$ cat src/rtl/lpmr_pkg.sv
package lpmr_pkg;

  localparam int LEN_W  = 7;
  localparam int BYTE_W = 8;

  // request kinds
  typedef enum logic {
    REQ_WRITE = 1'b0,
    REQ_READ  = 1'b1
  } req_kind_t;

  // result status codes
  typedef enum logic [2:0] {
    ST_WRITE_OK       = 3'd0,
    ST_WRITE_FULL     = 3'd1,
    ST_READ_OK        = 3'd2,
    ST_READ_EMPTY     = 3'd3,
    ST_READ_TOO_SMALL = 3'd4
  } status_t;

  // one input word
  typedef struct packed {
    req_kind_t          req_type;
    logic               first;
    logic               last;
    logic [LEN_W-1:0]   msg_len;
    logic [BYTE_W-1:0]  data_byte;
    logic [BYTE_W-1:0]  read_capacity;
  } req_t;

  // one result word
  typedef struct packed {
    status_t            status;
    logic [LEN_W-1:0]   out_len;
    logic [BYTE_W-1:0]  out_byte;
    logic               byte_valid;
    logic               last_out;
  } result_t;

endpackage

$ cat src/rtl/lpmr_rd.sv
module lpmr_rd #(
  parameter int RING_BYTES    = 1024,
  parameter int HEADER_BYTES  = 8,
  parameter int MAX_MSG_BYTES = 64
) (
  input  logic                          clk,
  input  logic                          rst,
  input  logic                          go,
  input  logic [7:0]                    capacity,
  input  logic [$clog2(RING_BYTES)-1:0] tail,
  output logic [$clog2(RING_BYTES)-1:0] head,
  output logic                          busy,
  output logic                          re,
  output logic [$clog2(RING_BYTES)-1:0] raddr,
  input  logic [7:0]                    rdata,
  output lpmr_pkg::result_t             res,
  output logic                          res_valid
);
  import lpmr_pkg::*;

  localparam int AW  = $clog2(RING_BYTES);
  localparam int HCW = $clog2(HEADER_BYTES + 1);
  localparam logic [LEN_W-1:0] MAXL = LEN_W'(MAX_MSG_BYTES);

  typedef enum logic [4:0] {
    R_IDLE   = 5'b00001,
    R_HDR    = 5'b00010,
    R_HWAIT  = 5'b00100,
    R_STREAM = 5'b01000,
    R_DRAIN  = 5'b10000
  } rstate_t;

  rstate_t           state;
  logic [AW-1:0]     rptr;
  logic [HCW-1:0]    hcnt;
  logic [LEN_W-1:0]  scnt;
  logic [LEN_W-1:0]  len;
  logic [7:0]        cap;
  logic [7:0]        len_lo;
  logic              upper_nz;
  logic              hdr_first;
  logic              rvld;
  logic              rlast;

  logic [7:0]        lo_full;
  logic              up_full;
  logic [LEN_W-1:0]  len_c;
  logic              stream_end;

  function automatic logic [AW-1:0] ptr_inc(input logic [AW-1:0] p);
    logic [AW-1:0] r;
    if (p == AW'(RING_BYTES - 1)) r = '0;
    else                          r = p + AW'(1);
    return r;
  endfunction

  // header value with the final byte folded in, clamped to the largest message
  always_comb begin
    lo_full = hdr_first ? rdata : len_lo;
    up_full = upper_nz | (!hdr_first && (rdata != 8'h00));
    len_c   = (up_full || (lo_full > {1'b0, MAXL})) ? MAXL : lo_full[LEN_W-1:0];
  end

  assign stream_end = (scnt == len - LEN_W'(1));
  assign re         = (state == R_HDR) || (state == R_STREAM);
  assign raddr      = rptr;
  assign busy       = (state != R_IDLE);

  // read sequencer
  always_ff @(posedge clk) begin
    if (rst) begin
      state     <= R_IDLE;
      head      <= '0;
      rvld      <= 1'b0;
      res_valid <= 1'b0;
    end else begin
      res_valid <= 1'b0;
      rvld      <= re;
      rlast     <= (state == R_STREAM) && stream_end;
      unique case (state)
        R_IDLE: begin
          if (go) begin
            if (head == tail) begin
              res.status     <= ST_READ_EMPTY;
              res.out_len    <= '0;
              res.out_byte   <= '0;
              res.byte_valid <= 1'b0;
              res.last_out   <= 1'b1;
              res_valid      <= 1'b1;
            end else begin
              state     <= R_HDR;
              rptr      <= head;
              hcnt      <= '0;
              cap       <= capacity;
              hdr_first <= 1'b1;
              upper_nz  <= 1'b0;
            end
          end
        end
        R_HDR: begin
          rptr <= ptr_inc(rptr);
          hcnt <= hcnt + HCW'(1);
          if (rvld) begin
            if (hdr_first) begin
              len_lo    <= rdata;
              hdr_first <= 1'b0;
            end else begin
              upper_nz <= upper_nz | (rdata != 8'h00);
            end
          end
          if (hcnt == HCW'(HEADER_BYTES - 1)) begin
            state <= R_HWAIT;
          end
        end
        R_HWAIT: begin
          if (cap < {1'b0, len_c}) begin
            res.status     <= ST_READ_TOO_SMALL;
            res.out_len    <= len_c;
            res.out_byte   <= '0;
            res.byte_valid <= 1'b0;
            res.last_out   <= 1'b1;
            res_valid      <= 1'b1;
            state          <= R_IDLE;
          end else if (len_c == '0) begin
            res.status     <= ST_READ_OK;
            res.out_len    <= '0;
            res.out_byte   <= '0;
            res.byte_valid <= 1'b0;
            res.last_out   <= 1'b1;
            res_valid      <= 1'b1;
            head           <= rptr;
            state          <= R_IDLE;
          end else begin
            len   <= len_c;
            scnt  <= '0;
            state <= R_STREAM;
          end
        end
        R_STREAM: begin
          rptr <= ptr_inc(rptr);
          scnt <= scnt + LEN_W'(1);
          if (stream_end) begin
            head  <= ptr_inc(rptr);
            state <= R_DRAIN;
          end
        end
        R_DRAIN: begin
          state <= R_IDLE;
        end
        default: state <= R_IDLE;
      endcase
      // message bytes come back in the cycle after their fetch
      if (((state == R_STREAM) || (state == R_DRAIN)) && rvld) begin
        res.status     <= ST_READ_OK;
        res.out_len    <= len;
        res.out_byte   <= rdata;
        res.byte_valid <= 1'b1;
        res.last_out   <= rlast;
        res_valid      <= 1'b1;
      end
    end
  end

  // only read_ok words carry a byte
  a_byte_ok: assert property (@(posedge clk) disable iff (rst)
    (res_valid && res.byte_valid) |-> (res.status == ST_READ_OK))
    else $error("byte on a non-ok result");

  // head moves only on a successful read
  a_head_move: assert property (@(posedge clk) disable iff (rst)
    !$stable(head) |-> ($past(state == R_HWAIT) || $past(state == R_STREAM)))
    else $error("head moved outside a read");

  // the drain cycle always returns the final byte
  a_drain_last: assert property (@(posedge clk) disable iff (rst)
    (state == R_DRAIN) |-> (rvld && rlast))
    else $error("drain without final byte");

endmodule

$ cat config.mk
export PLATFORM = sky130hd
export DESIGN_NAME = lpmr_rd
export DESIGN_NICKNAME = d
export VERILOG_FILES = /design/src/rtl/lpmr_pkg.sv /design/src/rtl/lpmr_rd.sv
export SDC_FILE = /design/constraint.sdc
export NUM_CORES = 1
export LEC_CHECK = 0
export BUFFER_PORTS_ARGS = -buffer_cell sky130_fd_sc_hd__buf_2
export CORE_ASPECT_RATIO = 1.5
export CORE_UTILIZATION = 55
export DETAILED_ROUTE_END_ITERATION = 8
export GPL_TIMING_DRIVEN = 0
export PLACE_DENSITY = 0.83
export SYNTH_ARGS = -nofsm -noshare
export SYNTH_HDL_FRONTEND = slang
export SYNTH_SLANG_ARGS = --single-unit
$ cat constraint.sdc
create_clock -name clk -period 5.6 [get_ports clk]
set_clock_uncertainty 0.2 [all_clocks]
set_input_delay 0.28 -clock clk [delete_from_list [all_inputs] [get_ports clk]]
set_output_delay 0.28 -clock clk [all_outputs]
set_load 0.03 [all_outputs]
==> results of run 1 <==
==> stage by stage <==
stage | power, mW | area, µm² | hold WS (ns) | util [%]
detailed placement | 0.877 | 4730 | 0.258 | 64.5
floorplan | 0.825 | 4220 | 0.179 | -
global route | 1.32 | 4990 | 0.0444 | 68.1
finish | 1.28 | 4990 | 0.0308 | 68.1
CTS | 1.28 | 4990 | 0.0221 | 68.1
global placement | 0.870 | 4700 | 0.259 | 64.2
==> synthesized netlist by cell type (2+ instances only) <==
master,n
a22o_1,2
inv_1,28
nand4_1,3
or3_1,7
and2_1,12
nand3_1,14
o311ai_0,2
nor4_1,4
nand2_1,27
clkbuf_1,9
mux2_2,7
xor2_1,10
o211ai_1,2
nor3_1,8
nand4b_1,2
xnor2_1,27
a2111o_1,2
dfxtp_1,17
nor3b_1,3
o21ai_0,19
nand3b_1,2
a211oi_1,16
a221oi_1,4
ha_1,10
a21o_1,2
nor2_1,35
edfxtp_1,67
nand2b_1,4
a21oi_1,17
and3_1,7
==> worst max-delay path, stage by stage (launching register included) <==
cell and delay [ns]:
edfxtp_1 0.43, buf_1 0.28, nor3_1 0.27, nand2_1 0.12, a311oi_1 0.56, nand2_1 0.25
ha_1 0.35, a21o_1 0.16, a211oi_1 0.38, o211ai_1 0.17, or2_2 0.31, nor3b_1 0.21
a211oi_4 0.80
==> cell families (layout without fill, tap and decap cells) <==
kind of cell             Yosys count  after routing  share of synthesized area [%]
adder cells (fa/ha/maj)           10             10                           2.96
flip-flops                        84             84                           55.7
buffers and inverters             40            135                           3.76
AO/OA/AOI/OAI                     75             75                           11.8
multiplexers                       8              8                           2.10
AND/OR/NAND/NOR                  134            134                           16.1
XOR/XNOR                          37             37                           7.67
==> registers in the layout (all words and copies together) (netlist names) <==
| signal | cells |
|---|---|
| hcnt | 4 |
| upper_nz | 1 |
| hdr_first | 1 |
| raddr | 10 |
| rvld | 1 |
| head | 10 |
| cap | 8 |
| rlast | 1 |
| len | 7 |
| len_lo | 8 |
| res_valid | 1 |
| res | 20 |
| state | 5 |
| scnt | 7 |
==> layout make-up <==
class	instances	share of cell area (%)
Buffer	12	1.08
Clock buffer	9	2.48
Clock inverter	7	1.15
Inverter	28	2.11
Multi-Input combinational cell	264	34.7
Sequential cell	84	47.2
Tap cell	100	2.51
Timing Repair Buffer	79	8.78
==> path summary, 6_finish.rpt <==
check,slack (ns),cells after the start,to
hold reg to reg,0.31,2,head[5]$_SDFFE_PP0P_
setup / recovery,0.73,12,res[11]$_DFFE_PP_
setup reg to reg,0.73,12,res[11]$_DFFE_PP_
hold / removal,0.03,2,res[6]$_SDFFCE_PN0P_
==> where the power goes <==
group	switching [mW]	internal, mW	total, mW
sequential	0.0229	0.695	0.718
clock	0.207	0.200	0.407
combinational	0.0945	0.0561	0.151
==> metal layers <==
metal,vias to the layer above,part of all wire [%],global-route usage [%]
li1,1587,-,-
met1,1567,39,27.3
met2,136,52,44.1
met3,24,5.1,4.86
met4,0,3.6,14.3
met5,-,0,0
==> timing repair <==
action | CTS | global route
endpoints found under the setup margin | 0 | 0
hold endpoints to repair | 8 | 0
hold buffers | 8 | 0
==> results.md, run 1 <==
* Initial antenna violation count at 0
* Max VDD drop at 0.142 mV
* CTS tree: done
* Grt ovf at 0
* Seq/Total Area, Yosys at 55.7%
* Mean Syn Cell Area at 10.9 µm²
* Half-perimeter wire length after placement at 6890 µm
* R2r startpoint: hdr_first$_DFFE_PP_
* Clk_lat worst skew at 0.36 ns
* WL/cell at 15.9 µm
* DRT antenna net count at 0
* Min-Delay Path Class: input port to register
* Share of cells above drive strength 1 at 20.1%
* Clock Sinks at 84
* Final Hold Viols at 0
* CP startpoint kind: register
* Static leakage at 1.89 nW
* Main synth FF type: edfxtp_1
* Antenna cells at 0
* Crit. End Element: register
* Peak fanout along the critical path at 20
* Die Y-Extent at 109 µm
* Critical Path RT at 5.37 ns
* Max_cap viols at 0
* Slew Limit Fails at 0
* Ranking of synthesized cells by area: edfxtp_1 48%, dfxtp_1 8.1%, xnor2_1 5.6%, nor2_1 3.1%, ha_1 3.0%
* Post-CTS resize count at 0
* Area leader, netlist: edfxtp_1
* Core Region at 7320 µm²
* Residual DRC count at 0
* Initial DRC count at 201
* Post-DR vias/cell at 5.68
* Global-route wire length before repair at 14700 µm
* Placed cells at 559
* Setup crit start: hdr_first$_DFFE_PP_
* Pwr/cell area at 256 nW/µm²
* Area share of the largest cell type after synthesis at 47.6%
* Async set-reset flop share out of synthesis at 0%
* Port buffer count at 70
* Synth Warn # at 0
* Slew HR at 15.5%
* Vias in the first global route at 3121
* Commonest non-fill, non-tap cell in the layout: buf_2
* Final cell count without fillers at 583
* TritonCTS Buffers at 9
* EDFF count, synth at 67
* RePlAce Congestion at 0.876
* Critical path arrival at 4.65 ns
* Cell variety after synth at 49
* Total wire length at 9260 µm
* Syn_nets at 427
* Top-Level Pins at 72
* GRT Overall Usage at 24.9%
* Total number of vias at 3314
* TritonRoute pass-1 iters at 4
* Final period util at 87.0%
* Max Fclk at 205 MHz
* Clk buf depth at 2
* Status: finished, final reports clean
* Cell row count at 38
* Syn Inst Count at 388
* Area of the multi-input gates at 1730 µm²
* Fill cells at 596
* Final setup TNS at 0 ns
* RSZ-0062 raised after global routing: no
* Die X at 73.6 µm
* Commonest cells after routing, fill and taps aside: 71 x buf_2, 67 x edfxtp_1, 35 x nor2_1
* Fin crit period at 4.87 ns
* Reg clk slew, reported paths at 0.08 ns
* CP Class: register to register
* Synth Register Bits at 84
* Clk root buf: clkbuf_8
* Worst Tran Pin Value at 1.26 ns
* Hold_sp: rdata[4]
* Layout area overhead at 18.1%
* Final WS setup at 0.726 ns
* # Post-CTS Setup Buffers at 0
* Largest net degree at the start of global routing at 21
* Die area at 8040 µm²
* Nets at 517
* Starting Density at 57.7%
* Sequential cell area at 2350 µm²
* Final setup viols at 0
* Depth of the CTS H-tree at 3
* Synthesized cell area at 4220 µm²
* Pre-CTS setup slack at 0.681 ns
Note: power is estimated with default switching activity, not from simulation.
==> inputs of run 2 (changes only) <==
- CORE_UTILIZATION: 55 -> 25
- PLACE_DENSITY: 0.83 -> 0.47
==> run 2 against run 1 <==
Sequential share of layout area is 2.3 points lower; first-iteration DRC count is 38% lower; power is 14% higher; largest power group unchanged.
==> results.md, run 2 (same netlist as run 1, synthesis figures left out) <==
* Grt ovf at 0 (unchanged)
* WL/cell at 15.6 µm (-1.5%)
* # Post-CTS Setup Buffers at 0 (unchanged)
* TritonCTS Buffers at 9 (unchanged)
* Share of cells above drive strength 1 at 20.5% (+0.37 points)
* Buffers & Inverters on Critical Path at 2 (+1)
* Die area at 17400 µm² (+120%)
* Total wire length at 10800 µm (+17%)
* Post-CTS resize count at 0 (unchanged)
* Fin crit period at 4.88 ns (+0.00840 ns)
* Critical path arrival at 4.73 ns (+0.08 ns)
* Fill cells at 1664 (+180%)
* Worst path most repeated cell: nand2_1
* Largest net degree at the start of global routing at 14 (-33%)
* Residual DRC count at 0 (unchanged)
* Initial DRC count at 124 (-38%)
* Status: finished, final reports clean
* Min-Delay Path Class: input port to register
* Critical Path RT at 5.45 ns (+0.08 ns)
* Total number of vias at 3290 (-0.72%)
* CP startpoint kind: register
* Static leakage at 1.94 nW (+2.5%)
* GRT Overall Usage at 13.0% (-12 points)
* Reg clk slew, reported paths at 0.07 ns (about the same)
* Max stage delay on crit path at 0.56 ns (-0.24 ns)
* Depth of the CTS H-tree at 3 (unchanged)
* Final Hold Viols at 0 (unchanged)
* Final hold slack at 0.0528 ns (+0.0220 ns)
* Vias in the first global route at 3226 (+3.4%)
* Starting Density at 25.9% (-32 points)
* Top-Level Pins at 72 (unchanged)
* Max_cap viols at 0 (unchanged)
* CTS tree: done
* Nets at 518 (+0.19%)
* Die Y-Extent at 161 µm (+47%)
* Clk_lat worst skew at 0.34 ns (-0.02 ns)
* Cell row count at 57 (+50%)
* Global-route wire length before repair at 16900 µm (+15%)
* Reg with most FFs: res
* Slew Limit Fails at 0 (unchanged)
* Max reg flops at 20 (unchanged)
* Pwr/cell area at 278 nW/µm² (+8.7%)
* Max Fclk at 205 MHz (-0.17%)
* RSZ-0062 raised after global routing: no
* Worst Tran Pin Value at 1.22 ns (-0.0338 ns)
* Clk root buf: clkbuf_16
* Clk buf depth at 2 (unchanged)
* Slew HR at 17.8% (+2.3 points)
* Clock Sinks at 84 (unchanged)
* # hold bufs at CTS at 8 (unchanged)
* Commonest cells after routing, fill and taps aside: 71 x buf_2, 67 x edfxtp_1, 35 x nor2_1
* Crit. End Element: register
* Max VDD drop at 0.121 mV (-15%)
* Cells along the critical path: buf_1 -> nor3_1 -> nand2_1 -> a311oi_1 -> nand2_1 -> ha_1 -> a21o_1 -> a211oi_1 -> o211ai_1 -> or2_2 -> nor3b_1 -> a211oi_4 -> buf_6
* Initial antenna violation count at 0 (unchanged)
* Final setup viols at 0 (unchanged)
* Antenna cells at 0 (unchanged)
* Peak fanout along the critical path at 11 (-45%)
* Half-perimeter wire length after placement at 8100 µm (+17%)
* Commonest non-fill, non-tap cell in the layout: buf_2
* Layout area overhead at 24.1%
* Port buffer count at 70 (unchanged)
* Post-DR vias/cell at 4.77 (-16%)
* Finished Cell Area at 5240 µm² (+5.1%)
* TritonRoute pass-1 iters at 4 (unchanged)
* Die X at 108 µm (+47%)
* Final period util at 87.2% (+0.15 points)
* CP delay by family, top: compound AO/OA/AOI/OAI gates
* DRT antenna net count at 0 (unchanged)
* Core Region at 16300 µm² (+120%)
* Post-DP Area at 4870 µm² (+3.0%)
* CP Class: register to register
* RePlAce Congestion at 0.791 (-9.7%)
* Max stage delay cell, worst path: a211oi_4
-- run 2: cell types whose count changed in the layout (fill, tap and decap cells not counted) --
cell,before,now
clkbuf_16,0,9
clkbuf_8,9,3
clkinv_2,4,1
clkinv_1,2,0
clkinvlp_4,0,2
buf_6,1,2
bufinv_16,1,0
clkbuf_1,9,10
-- run 2: worst paths after layout --
kind         cells after the start              endpoint  slack, ns                  from
max                             13     res[13]$_DFFE_PP_       0.72   hdr_first$_DFFE_PP_
min                              2  res[2]$_SDFFCE_PN0P_       0.05              rdata[0]
max reg2reg                     13     res[13]$_DFFE_PP_       0.72   hdr_first$_DFFE_PP_
min reg2reg                      2  head[9]$_SDFFE_PP0P_       0.30  head[9]$_SDFFE_PP0P_
-- run 2: worst register-to-register path, stage by stage, from the launching register on --
cell and delay, ns:
edfxtp_1 0.42, buf_1 0.29, nor3_1 0.27, nand2_1 0.13
a311oi_1 0.55, nand2_1 0.26, ha_1 0.36, a21o_1 0.16
a211oi_1 0.45, o211ai_1 0.18, or2_2 0.32, nor3b_1 0.21
a211oi_4 0.56, buf_6 0.24
-- run 2: final cells by class --
cell class              instances  area (µm²)  area share, %
flip-flops and latches         84        2350           44.9
multi-input cells             264        1730           33.0
repair buffers                 80         449           8.57
clock buffers                  13         270           5.16
well taps                     206         258           4.92
inverters                      28         105           2.01
plain buffers                  12        53.8           1.03
clock inverters                 3        20.0          0.382
-- run 2: through the flow --
| stage | util (%) | cells | power (mW) | setup slack [ns] | TNS, ns |
|---|---|---|---|---|---|
| after floorplan | - | 388 | 0.825 | 0.578 | 0 |
| final | 32.1 | 690 | 1.46 | 0.718 | 0 |
| after global placement | 29.6 | 664 | 0.878 | -0.957 | -19.12 |
| after detailed placement | 29.8 | 666 | 0.883 | 0.703 | 0 |
| after global routing | 32.1 | 690 | 1.51 | 0.356 | 0 |
| after CTS | 32.1 | 690 | 1.47 | 0.676 | 0 |
-- run 2: routing by layer --
layer	part of all wire, %	up-vias	GRT usage (%)
met3	4.9	9	2.70
met2	50	97	22.4
met1	44	1584	15.7
met4	1.3	0	4.73
met5	0	-	0
li1	-	1600	-
-- run 2: report_power, final --
group / internal, mW / switching (mW)
logic: 0.0560 / 0.0980
clock network: 0.337 / 0.246
registers: 0.696 / 0.0236
total: 1.09 / 0.368
