--- src/rtl/lpmr_pkg.sv ---
package lpmr_pkg;

  localparam int LEN_W  = 7;
  localparam int BYTE_W = 8;

  // request kinds
  typedef enum logic {
    REQ_WRITE = 1'b0,
    REQ_READ  = 1'b1
  } req_kind_t;

  // result status codes
  typedef enum logic [2:0] {
    ST_WRITE_OK       = 3'd0,
    ST_WRITE_FULL     = 3'd1,
    ST_READ_OK        = 3'd2,
    ST_READ_EMPTY     = 3'd3,
    ST_READ_TOO_SMALL = 3'd4
  } status_t;

  // one input word
  typedef struct packed {
    req_kind_t          req_type;
    logic               first;
    logic               last;
    logic [LEN_W-1:0]   msg_len;
    logic [BYTE_W-1:0]  data_byte;
    logic [BYTE_W-1:0]  read_capacity;
  } req_t;

  // one result word
  typedef struct packed {
    status_t            status;
    logic [LEN_W-1:0]   out_len;
    logic [BYTE_W-1:0]  out_byte;
    logic               byte_valid;
    logic               last_out;
  } result_t;

endpackage

--- src/rtl/lpmr_wr.sv ---
module lpmr_wr #(
  parameter int RING_BYTES    = 1024,
  parameter int HEADER_BYTES  = 8,
  parameter int MAX_MSG_BYTES = 64
) (
  input  logic                          clk,
  input  logic                          rst,
  input  logic                          go,
  input  lpmr_pkg::req_t                req,
  input  logic [$clog2(RING_BYTES)-1:0] head,
  output logic [$clog2(RING_BYTES)-1:0] tail,
  output logic                          busy,
  output logic                          we,
  output logic [$clog2(RING_BYTES)-1:0] waddr,
  output logic [7:0]                    wdata,
  output lpmr_pkg::result_t             res,
  output logic                          res_valid
);
  import lpmr_pkg::*;

  localparam int AW  = $clog2(RING_BYTES);
  localparam int FW  = AW + 1;
  localparam int CW  = (FW > 8) ? FW : 8;
  localparam int HCW = $clog2(HEADER_BYTES + 1);
  localparam logic [LEN_W-1:0] MAXL = LEN_W'(MAX_MSG_BYTES);

  typedef enum logic [1:0] {
    W_IDLE   = 2'b01,
    W_COMMIT = 2'b10
  } wstate_t;

  wstate_t            state;
  logic [AW-1:0]      wptr;
  logic [AW-1:0]      cptr;
  logic               wopen;
  logic               wrefused;
  logic [LEN_W-1:0]   brecv;
  logic [LEN_W-1:0]   decl;
  logic [HCW-1:0]     cnt;

  logic [FW-1:0]      sum_h;
  logic [AW-1:0]      tail_h;
  logic [FW-1:0]      free_sp;
  logic [CW-1:0]      need;
  logic               refuse_f;
  logic               open_e;
  logic               refused_e;
  logic [LEN_W-1:0]   br_e;
  logic [LEN_W-1:0]   decl_e;
  logic [AW-1:0]      wptr_e;
  logic               store;

  function automatic logic [AW-1:0] ptr_inc(input logic [AW-1:0] p);
    logic [AW-1:0] r;
    if (p == AW'(RING_BYTES - 1)) r = '0;
    else                          r = p + AW'(1);
    return r;
  endfunction

  // free space and admission check for a new message
  always_comb begin
    sum_h  = {1'b0, tail} + FW'(HEADER_BYTES);
    tail_h = (sum_h >= FW'(RING_BYTES)) ? AW'(sum_h - FW'(RING_BYTES)) : sum_h[AW-1:0];
    if (head <= tail) free_sp = FW'(RING_BYTES) - ({1'b0, tail} - {1'b0, head});
    else              free_sp = {1'b0, head} - {1'b0, tail};
    need     = CW'(HEADER_BYTES) + CW'(req.msg_len);
    refuse_f = (req.msg_len > MAXL) || (need >= CW'(free_sp));
  end

  // write context as seen after a possible first word
  always_comb begin
    open_e    = req.first | wopen;
    refused_e = req.first ? refuse_f : wrefused;
    br_e      = req.first ? '0 : brecv;
    decl_e    = req.first ? req.msg_len : decl;
    wptr_e    = req.first ? tail_h : wptr;
    store     = go && (state == W_IDLE) && open_e && !refused_e && (br_e < decl_e);
  end

  // memory write port: data bytes, then the header sweep
  always_comb begin
    if (state == W_COMMIT) begin
      we    = 1'b1;
      waddr = cptr;
      wdata = (cnt == '0) ? {1'b0, brecv} : 8'h00;
    end else begin
      we    = store;
      waddr = wptr_e;
      wdata = req.data_byte;
    end
  end

  assign busy = (state == W_COMMIT);

  // write sequencer
  always_ff @(posedge clk) begin
    if (rst) begin
      state     <= W_IDLE;
      tail      <= '0;
      wptr      <= '0;
      wopen     <= 1'b0;
      wrefused  <= 1'b0;
      brecv     <= '0;
      decl      <= '0;
      res_valid <= 1'b0;
    end else begin
      res_valid <= 1'b0;
      unique case (state)
        W_IDLE: begin
          if (go && open_e) begin
            wopen    <= 1'b1;
            wrefused <= refused_e;
            decl     <= decl_e;
            wptr     <= store ? ptr_inc(wptr_e) : wptr_e;
            brecv    <= br_e + LEN_W'(store);
            if (req.last) begin
              if (refused_e) begin
                res.status     <= ST_WRITE_FULL;
                res.out_len    <= decl_e;
                res.out_byte   <= '0;
                res.byte_valid <= 1'b0;
                res.last_out   <= 1'b1;
                res_valid      <= 1'b1;
                wopen          <= 1'b0;
                wrefused       <= 1'b0;
              end else begin
                state <= W_COMMIT;
                cptr  <= tail;
                cnt   <= '0;
              end
            end
          end
        end
        W_COMMIT: begin
          cptr <= ptr_inc(cptr);
          cnt  <= cnt + HCW'(1);
          if (cnt == HCW'(HEADER_BYTES - 1)) begin
            tail           <= wptr;
            wopen          <= 1'b0;
            res.status     <= ST_WRITE_OK;
            res.out_len    <= brecv;
            res.out_byte   <= '0;
            res.byte_valid <= 1'b0;
            res.last_out   <= 1'b1;
            res_valid      <= 1'b1;
            state          <= W_IDLE;
          end
        end
        default: state <= W_IDLE;
      endcase
    end
  end

  // a write_ok result only follows the header sweep
  a_ok_after_commit: assert property (@(posedge clk) disable iff (rst)
    (res_valid && res.status == ST_WRITE_OK) |-> $past(state == W_COMMIT))
    else $error("write_ok without header sweep");

  // tail moves only at the end of a commit
  a_tail_move: assert property (@(posedge clk) disable iff (rst)
    !$stable(tail) |-> $past(state == W_COMMIT))
    else $error("tail moved outside commit");

  // the sweep writes memory every cycle
  a_commit_writes: assert property (@(posedge clk) disable iff (rst)
    (state == W_COMMIT) |-> we)
    else $error("header sweep idle cycle");

  // a refused write never touches the ring
  a_refused_quiet: assert property (@(posedge clk) disable iff (rst)
    (state == W_IDLE && wopen && wrefused && !req.first) |-> !we)
    else $error("refused write stored a byte");

endmodule

--- config.mk ---
export PLATFORM = sky130hd
export DESIGN_NAME = lpmr_wr
export DESIGN_NICKNAME = d
export VERILOG_FILES = /design/src/rtl/lpmr_pkg.sv /design/src/rtl/lpmr_wr.sv
export SDC_FILE = /design/constraint.sdc
export NUM_CORES = 1
export LEC_CHECK = 0
export BUFFER_PORTS_ARGS = -buffer_cell sky130_fd_sc_hd__buf_2
export CORE_MARGIN = 5
export CORE_UTILIZATION = 25
export DETAILED_ROUTE_END_ITERATION = 12
export HOLD_SLACK_MARGIN = 0.15
export PLACE_DENSITY = 0.44
export SYNTH_ARGS = -nofsm -noshare
export SYNTH_HDL_FRONTEND = slang
export SYNTH_SLANG_ARGS = --single-unit
--- constraint.sdc ---
create_clock -name clk -period 5 [get_ports clk]
set_input_delay 0.5 -clock clk [delete_from_list [all_inputs] [get_ports clk]]
set_output_delay 0.5 -clock clk [all_outputs]
set_load 0.02 [all_outputs]
==> results.toml, run 1 <==
[synthesis]
avgSynthCellArea_sq_um = 8.36
yosysWarnings = 0
synth_edf_count = 22
synth_most_common_cell = "nand2_1"
synth_cell_type_count = 62
synthTopCellsByCount = "58 x nand2_1, 47 x a21oi_1, 42 x nor2_1"
seq_area_frac_synth = 0.327
synthArstFlopShare = 0
netlist_instances = 528
synth_area_sq_mm = 0.00441
yosysTopAreaCellShare = 0.177
ys.flop_type = "dfxtp_1"
synth_area_leaders = "dfxtp_1 18%, edfxtp_1 15%, ha_1 9.6%"
synth_top_area_cell = "dfxtp_1"
ys_ff_latch = 61

[clock_tree]
cts_hold_buf = 0
htree_levels = 3
cts_sinks = 61
ctsResizeCount = 0
cts_tree = "yes"
clk_pin_slew_ps = 50
cts-root-buf = "clkbuf_16"
cts_setup_buffers = 0
clk_latency_ps = 330
clockBufferDepth = 2
cts_made_buffers = 9

[sta]
relSlewSlack = 0.479
finalSetupViolCount = 0
timing.final.crit_period_ps = 4610
hold_viol_final = 0
worst_slew_pin_slew_ps = 774
maxSlewViolCount = 0
fmax_mhz = 217
setup_tns_ps = 0
post-route-period-util = 0.922
clock_skew_ps = 7.96
rsz0062_at_grt = "no"

[routing]
wl_per_cell_um = 15.5
wl_met1_um = 5890
ant_nets = 0
avgViaCountPerCell = 4.76
drtIter0Drc = 208
wl_met2_um = 6120
via_count = 3907
firstDrtPassIters = 4
wirelength_um = 12700
route.met3.wl_um = 536
highest_layer = "met4"
post-route-drc-count = 0

[worst_setup_path]
path_common_cell = "ha_1"
arrival_ps = 4110
reg2regPathDepth = 20
path_class = "reg2out"
end_kind = "output pin"
r2r-end = "brecv[6]"
crit_path_cell_trace = "inv_1, ha_1, nand2_1, a211oi_2, nor3_1, o21ai_0, xnor2_1, ha_1, and3_1, nand4_1, a22oi_2, o221ai_2, o211ai_4, a21oi_2, buf_4, or2_2, buf_2"
reg2reg_slack_ps = 480
critPathMaxStageDelay_ps = 450
critPathLaunchType = "flip-flop"
r2r-start = "tail[3]"
slowest_stage = "dfxtp_1"
cp_data_required_time_ps = 4500
cp_max_fo = 7

[worst_hold_path]
min_path_cells = 2
whs_endpoint = "decl[0]"
hp-class = "reg2reg"
worstHoldStart = "decl[0]"

[die]
coreArea_sq_mm = 0.0173
initial_core_util = 0.255
die_y_um = 143
die-area_sq_mm = 0.0204
fp-row-count = 48
die_x_um = 143
pin_count = 90

[grt]
grtUsageTotal = 0.125
grt_overflow = 0
grt_start_max_net_pins = 40
antenna_found_initial = 0
grt_pass1_vias = 3803
grt_pass1_wl_um = 20200

[final_layout]
drive_above_1_share = 0.190
layout.cells.non_filler = 820
nNetsFinal = 664
antenna_cells = 0
syn_to_final_growth_pct = 19.7

[power]
p_per_area_mw_per_mm2 = 274
vdd_drop_max_mv = 0.200
leakage_nw = 2.14

[placed_design]
dp_hpwl_um = 9580
port_buffers = 68
placedCellCount = 804
gp_congestion = 0.843

[run]
cap_violations = 0

[outcome]
status = "finished, final reports clean"
==> worst max-delay path by stage <==
stage / endpoint / slack [ps] / startpoint / cells past startpoint
detailed placement: brecv[6] / 440 / head[0] / 23
global placement: brecv[6] / 460 / head[0] / 23
finish: we / 390 / tail[3] / 17
global route: brecv[6] / 40 / tail[0] / 21
floorplan: brecv[6] / 530 / req[24] / 17
CTS: we / 360 / tail[3] / 17
==> worst max-delay path, delay by kind of cell, from the launching register on <==
family | cells | cell delay [ps]
fa+ha+maj | 2 | 730
buf+inv | 3 | 560
flops | 1 | 450
compound gates | 6 | 1190
xor+xnor | 1 | 120
simple gates | 5 | 730
==> layout by cell type (no fill, tap or decap), types with 8 or more instances in the layout <==
master / netlist / final
and3_1: 9 / 9
buf_4: 12 / 9
xor2_1: 11 / 11
o21ai_0: 25 / 25
nor2_1: 42 / 42
conb_1: 2 / 12
a211oi_1: 10 / 10
edfxtp_1: 22 / 22
xnor2_1: 19 / 19
dfxtp_1: 39 / 39
nand2_1: 58 / 58
mux2i_1: 9 / 9
nor2b_1: 11 / 11
clkbuf_16: 0 / 9
a21oi_1: 47 / 47
buf_2: 1 / 68
nor3_1: 8 / 8
nand3_1: 20 / 20
ha_1: 34 / 34
inv_1: 27 / 27
==> report_power, final <==
group          internal, mW  switching (mW)  total [mW]
Combinational        0.0823           0.139       0.221
Clock                 0.449           0.236       0.685
Sequential            0.530         0.00962       0.540
Total                  1.06           0.384        1.45
==> cell families after synthesis <==
logic type / count (synthesis) / share of synthesized area
other cells: 2 / 0.00170
compound gates: 143 / 0.215
flops: 61 / 0.327
fa+ha+maj: 35 / 0.101
buf+inv: 63 / 0.0641
xor+xnor: 30 / 0.0595
simple gates: 178 / 0.193
mux: 16 / 0.0391
==> final cells by class <==
class / count / area, sq um
Clock buffer: 10 / 239
Clock inverter: 6 / 86.3
Fill cell: 1896 / 12000
Inverter: 27 / 101
Multi-Input combinational cell: 414 / 2730
Sequential cell: 61 / 1440
Tap cell: 225 / 282
Timing Repair Buffer: 77 / 408
==> metal layers <==
| metal | track usage | up-vias |
|---|---|---|
| li1 | - | 2002 |
| met1 | 0.164 | 1818 |
| met2 | 0.207 | 80 |
| met3 | 0.0298 | 7 |
| met4 | 0.0305 | 0 |
| met5 | 0 | - |
==> metrics by stage <==
step	total power [mW]	worst slack [ps]	hold slack, ps	util	area [sq um]
global route	1.51	39.1	499	0.305	5280
global placement	0.768	461	453	0.287	4960
finish	1.45	390	466	0.305	5280
detailed placement	0.772	437	460	0.287	4960
floorplan	0.715	530	436	-	4450
CTS	1.47	359	468	0.305	5280
==> sequential cells by signal (all words and copies together) (netlist names) <==
register / count
brecv: 7
cnt: 4
cptr: 10
decl: 7
res: 8
res_valid: 1
state: 2
tail: 10
wopen: 1
wptr: 10
wrefused: 1
No activity file was read; power rests on OpenSTA's default activity.
==> run 2: changes to the inputs <==
--- a/config.mk
+++ b/config.mk
@@ -11,6 +11,7 @@
 export DETAILED_ROUTE_END_ITERATION = 12
 export HOLD_SLACK_MARGIN = 0.15
 export PLACE_DENSITY = 0.44
+export SETUP_SLACK_MARGIN = 0.5
 export SYNTH_ARGS = -nofsm -noshare
 export SYNTH_HDL_FRONTEND = slang
 export SYNTH_SLANG_ARGS = --single-unit
==> results.toml, run 2 (synthesized netlist as in run 1, its figures left out) <==
[outcome]
status = "finished, final reports clean"

[sta]
clock_skew_ps = 7.22
finalSetupViolCount = 0
worst_slew_pin_slew_ps = 799
timing.final.crit_period_ps = 4270
post-route-period-util = 0.854
rsz0062_at_grt = "no"
relSlewSlack = 0.467
fmax_mhz = 234
setup_tns_ps = 0
hold_viol_final = 0
maxSlewViolCount = 0

[routing]
wirelength_um = 12900
post-route-drc-count = 0
firstDrtPassIters = 4
drtIter0Drc = 215
ant_nets = 0
via_count = 3990
wl_per_cell_um = 15.6
avgViaCountPerCell = 4.85

[worst_setup_path]
end_kind = "output pin"
arrival_ps = 3770
cp_max_fo = 6
path_class = "reg2out"
critPathLaunchType = "flip-flop"
cp-startpoint = "tail[3]"
cp_data_required_time_ps = 4500
r2r-start = "tail[3]"
reg2reg_slack_ps = 870
r2r-end = "brecv[6]"
reg2regPathDepth = 20

[final_layout]
syn_to_final_growth_pct = 21.9
mostFrequentLayoutCells = "68 x buf_2, 58 x nand2_1, 47 x a21oi_1"
top_regs = "cptr: 10 flops, tail: 10 flops, wptr: 10 flops"
final_common_cell = "buf_2"
fillerInstances = 1890
fin_area_sq_mm = 0.00538
nNetsFinal = 667
drive_above_1_share = 0.221
antenna_cells = 0

[power]
swShare = 0.268
p_seq_frac = 0.370
leakage_nw = 2.16
p_per_area_mw_per_mm2 = 271
comb_power_share = 0.158
pwr-share-clk = 0.472
p_int_mw = 1.07
vdd_drop_max_mv = 0.200
net-switching-power_mw = 0.390

[die]
fp-row-count = 48
die_x_um = 143
die_y_um = 143
coreArea_sq_mm = 0.0173
die-area_sq_mm = 0.0204
initial_core_util = 0.255
pin_count = 90

[worst_hold_path]
min_path_cells = 2
worstHoldStart = "decl[0]"
hp-class = "reg2reg"
whs_endpoint = "decl[0]"

[clock_tree]
cts_made_buffers = 9
cts_hold_buf = 0
cts-root-buf = "clkbuf_16"
clockBufferDepth = 2
htree_levels = 3
cts_tree = "yes"
clk_latency_ps = 330
cts_sinks = 61
clk_pin_slew_ps = 50

[grt]
grt_start_max_net_pins = 40
antenna_found_initial = 0
grtUsageTotal = 0.125
grt_pass1_wl_um = 20300
grt_pass1_vias = 3822
grt_overflow = 0

[placed_design]
gp_congestion = 0.843
dp_hpwl_um = 9580
place_area_sq_mm = 0.00496
port_buffers = 68

[run]
cap_violations = 0
==> run 2: cell types whose count changed in the layout (fill, tap and decap cells not counted), moves of 2 or more <==
cell and delta:
buf_4 +2, dfxtp_4 +2, dfxtp_2 +2, ha_1 -6, ha_2 +3, inv_2 +2, ha_4 +3, inv_1 -2
dfxtp_1 -4
==> run 2: power groups by stage <==
stage / Sequential (mW) / Combinational [mW] / Clock (mW)
3_3_place_gp: 0.550 / 0.218 / 0
5_1_grt: 0.540 / 0.259 / 0.722
4_1_cts: 0.540 / 0.223 / 0.704
3_5_place_dp: 0.550 / 0.221 / 0
6_report: 0.539 / 0.231 / 0.688
2_1_floorplan: 0.551 / 0.164 / 0
==> run 2: what timing repair did <==
| action | 4_1_cts | 5_1_grt |
|---|---|---|
| pin swaps | 0 | 8 |
| gates resized for setup | 5 | 16 |
| setup buffers | 0 | 3 |
| setup endpoints to repair | 2 | 4 |
==> run 2: area by class of cell <==
| type | instances | area (sq um) | share of cell area |
|---|---|---|---|
| Sequential cell | 61 | 1450 | 0.270 |
| Inverter | 27 | 101 | 0.0188 |
| Timing Repair Buffer | 80 | 434 | 0.0807 |
| Clock inverter | 6 | 86.3 | 0.0160 |
| Tap cell | 225 | 282 | 0.0523 |
| Clock buffer | 10 | 239 | 0.0444 |
| Multi-Input combinational cell | 414 | 2790 | 0.518 |
==> run 2: per-stage QoR <==
step | power (mW) | hold WS, ps | utilization | setup slack (ps) | std cells
floorplan | 0.715 | 436 | - | 530 | 538
global placement | 0.768 | 453 | 0.287 | 461 | 804
detailed placement | 0.772 | 460 | 0.287 | 437 | 804
CTS | 1.47 | 467 | 0.306 | 511 | 820
global route | 1.52 | 499 | 0.311 | 486 | 823
finish | 1.46 | 465 | 0.311 | 730 | 823
==> run 2: critical path, cell delays in order, from the launching register on <==
cell and delay (ps):
dfxtp_2 400, inv_2 120, ha_4 320, nand2_1 70, a211oi_2 300, nor3_1 90
o21ai_1 150, xnor2_1 100, ha_1 320, and3_1 190, nand4_1 130, a22oi_2 180
o221ai_2 130, o211ai_4 260, a21oi_2 100, buf_6 160, or2_2 260, buf_2 160
==> run 2: worst max path at each step <==
stage,to,slack (ps),cells past startpoint
final,we,730,17
after global routing,we,490,17
after floorplan,brecv[6],530,17
after detailed placement,brecv[6],440,23
after global placement,brecv[6],460,23
after CTS,we,510,17
==> run 2: metal layers <==
metal / GRT usage / up-vias / routed length, um
met5: 0 / - / 0
met4: 0.0325 / 0 / 215
met3: 0.0301 / 12 / 598
met2: 0.206 / 88 / 6180
met1: 0.164 / 1879 / 5870
li1: - / 2011 / -
==> run 3: changes to the inputs <==
--- a/config.mk
+++ b/config.mk
@@ -7,10 +7,10 @@
 export LEC_CHECK = 0
 export BUFFER_PORTS_ARGS = -buffer_cell sky130_fd_sc_hd__buf_2
 export CORE_MARGIN = 5
-export CORE_UTILIZATION = 25
+export CORE_UTILIZATION = 56
 export DETAILED_ROUTE_END_ITERATION = 12
 export HOLD_SLACK_MARGIN = 0.15
-export PLACE_DENSITY = 0.44
+export PLACE_DENSITY = 0.82
 export SETUP_SLACK_MARGIN = 0.5
 export SYNTH_ARGS = -nofsm -noshare
 export SYNTH_HDL_FRONTEND = slang
==> results.toml, run 3 (synthesized netlist as in run 1, its figures left out) <==
[routing]
drtIter0Drc = 369
post-route-drc-count = 0
ant_nets = 0
via_count = 4216
firstDrtPassIters = 6
avgViaCountPerCell = 6.03
wl_per_cell_um = 16.6
wirelength_um = 11600

[die]
die_y_um = 98.8
coreArea_sq_mm = 0.00769
die_x_um = 98.8
fp-row-count = 32
die-area_sq_mm = 0.00976
initial_core_util = 0.574
pin_count = 90

[worst_hold_path]
min_path_cells = 2
whs_endpoint = "tail[0]"
worstHoldStart = "wptr[0]"
hp-class = "reg2reg"

[clock_tree]
cts_tree = "yes"
clk_pin_slew_ps = 70
htree_levels = 3
clk_latency_ps = 350
clockBufferDepth = 2
cts_made_buffers = 9
cts_hold_buf = 0
cts-root-buf = "clkbuf_8"
cts_sinks = 61

[grt]
grtUsageTotal = 0.236
grt_start_max_net_pins = 40
antenna_found_initial = 0
grt_pass1_wl_um = 18900
grt_pass1_vias = 4027
grt_overflow = 0

[power]
vdd_drop_max_mv = 0.206
leakage_nw = 2.12
p_per_area_mw_per_mm2 = 256

[sta]
timing.final.crit_period_ps = 4290
setup_tns_ps = 0
relSlewSlack = 0.403
fmax_mhz = 233
finalSetupViolCount = 0
whs_ps = 460
worst_slew_pin_slew_ps = 884
post-route-period-util = 0.858
maxSlewViolCount = 0
rsz0062_at_grt = "no"
clock_skew_ps = 13.6
hold_viol_final = 0

[placed_design]
dp_hpwl_um = 8480
gp_congestion = 0.873
port_buffers = 68

[final_layout]
syn_to_final_growth_pct = 16.2
top_regs = "cptr: 10 flops, tail: 10 flops, wptr: 10 flops"
nNetsFinal = 666
drive_above_1_share = 0.216
mostFrequentLayoutCells = "68 x buf_2, 58 x nand2_1, 47 x a21oi_1"
final_common_cell = "buf_2"
antenna_cells = 0

[outcome]
status = "finished, final reports clean"

[worst_setup_path]
reg2regPathDepth = 20
cp_data_required_time_ps = 4500
end_kind = "output pin"
r2r-end = "brecv[6]"
arrival_ps = 3790
path_class = "reg2out"
cp_max_fo = 7
r2r-start = "tail[2]"
reg2reg_slack_ps = 810
critPathLaunchType = "flip-flop"

[run]
cap_violations = 0
[run 3: through the flow]
step                utilization  instances  instance area [sq um]  setup WS, ps  power (mW)
floorplan                     -        538                   4450           530       0.715
global placement          0.624        680                   4800           540       0.759
detailed placement        0.624        680                   4800           327       0.769
CTS                       0.659        697                   5060           524        1.31
global route              0.667        699                   5130           516        1.37
finish                    0.667        699                   5130           711        1.31
[run 3: timing repair]
item / in CTS / in global routing
endpoints found under the hold margin: 0 / 0
buffers inserted: 1 / 1
resized for setup: 2 / 15
endpoints found under the setup margin: 2 / 8
cloned: 0 / 0
pin swaps: 1 / 7
[run 3: how the worst max path moves through the flow]
stage             from  endpoint  slack (ps)  cells past startpoint
2_1_floorplan  req[24]  brecv[6]         530                     17
3_3_place_gp   head[0]  brecv[6]         540                     23
3_5_place_dp   head[0]  brecv[6]         330                     23
4_1_cts        tail[3]        we         520                     17
5_1_grt        tail[0]  brecv[6]         520                     21
6_report       tail[2]        we         710                     17
[run 3: worst max-delay path, cell delays in order, from the launching register on]
cell,delay [ps]
dfxtp_2,390
inv_1,120
ha_4,310
nor2_1,60
a211oi_2,280
nor3_1,100
o21ai_1,200
xnor2_1,130
ha_1,310
and3_1,200
nand4_1,140
a22oi_2,160
o221ai_2,130
o211ai_4,210
a21oi_2,100
buf_6,180
or2_2,270
buf_2,160
[run 3: report_power, final]
| group | total [mW] | internal, mW | switching, mW | leakage [nW] |
|---|---|---|---|---|
| Clock | 0.543 | 0.333 | 0.210 | 0.116 |
| Sequential | 0.538 | 0.529 | 0.00943 | 0.520 |
| Combinational | 0.232 | 0.0893 | 0.143 | 1.48 |
[run 3: layout make-up]
cell class	instances	area (sq um)
Clock inverter	7	123
Fill cell	637	2560
Multi-Input combinational cell	414	2780
Timing Repair Buffer	79	424
Clock buffer	9	124
Sequential cell	61	1450
Tap cell	102	128
Inverter	27	101
[run 3: per-layer routing]
metal | part of all wire | global-route usage | vias to the layer above
met2 | 0.49 | 0.394 | 193
li1 | - | - | 2006
met3 | 0.081 | 0.0517 | 32
met5 | 0 | 0 | -
met4 | 0.027 | 0.0987 | 0
met1 | 0.40 | 0.295 | 1985
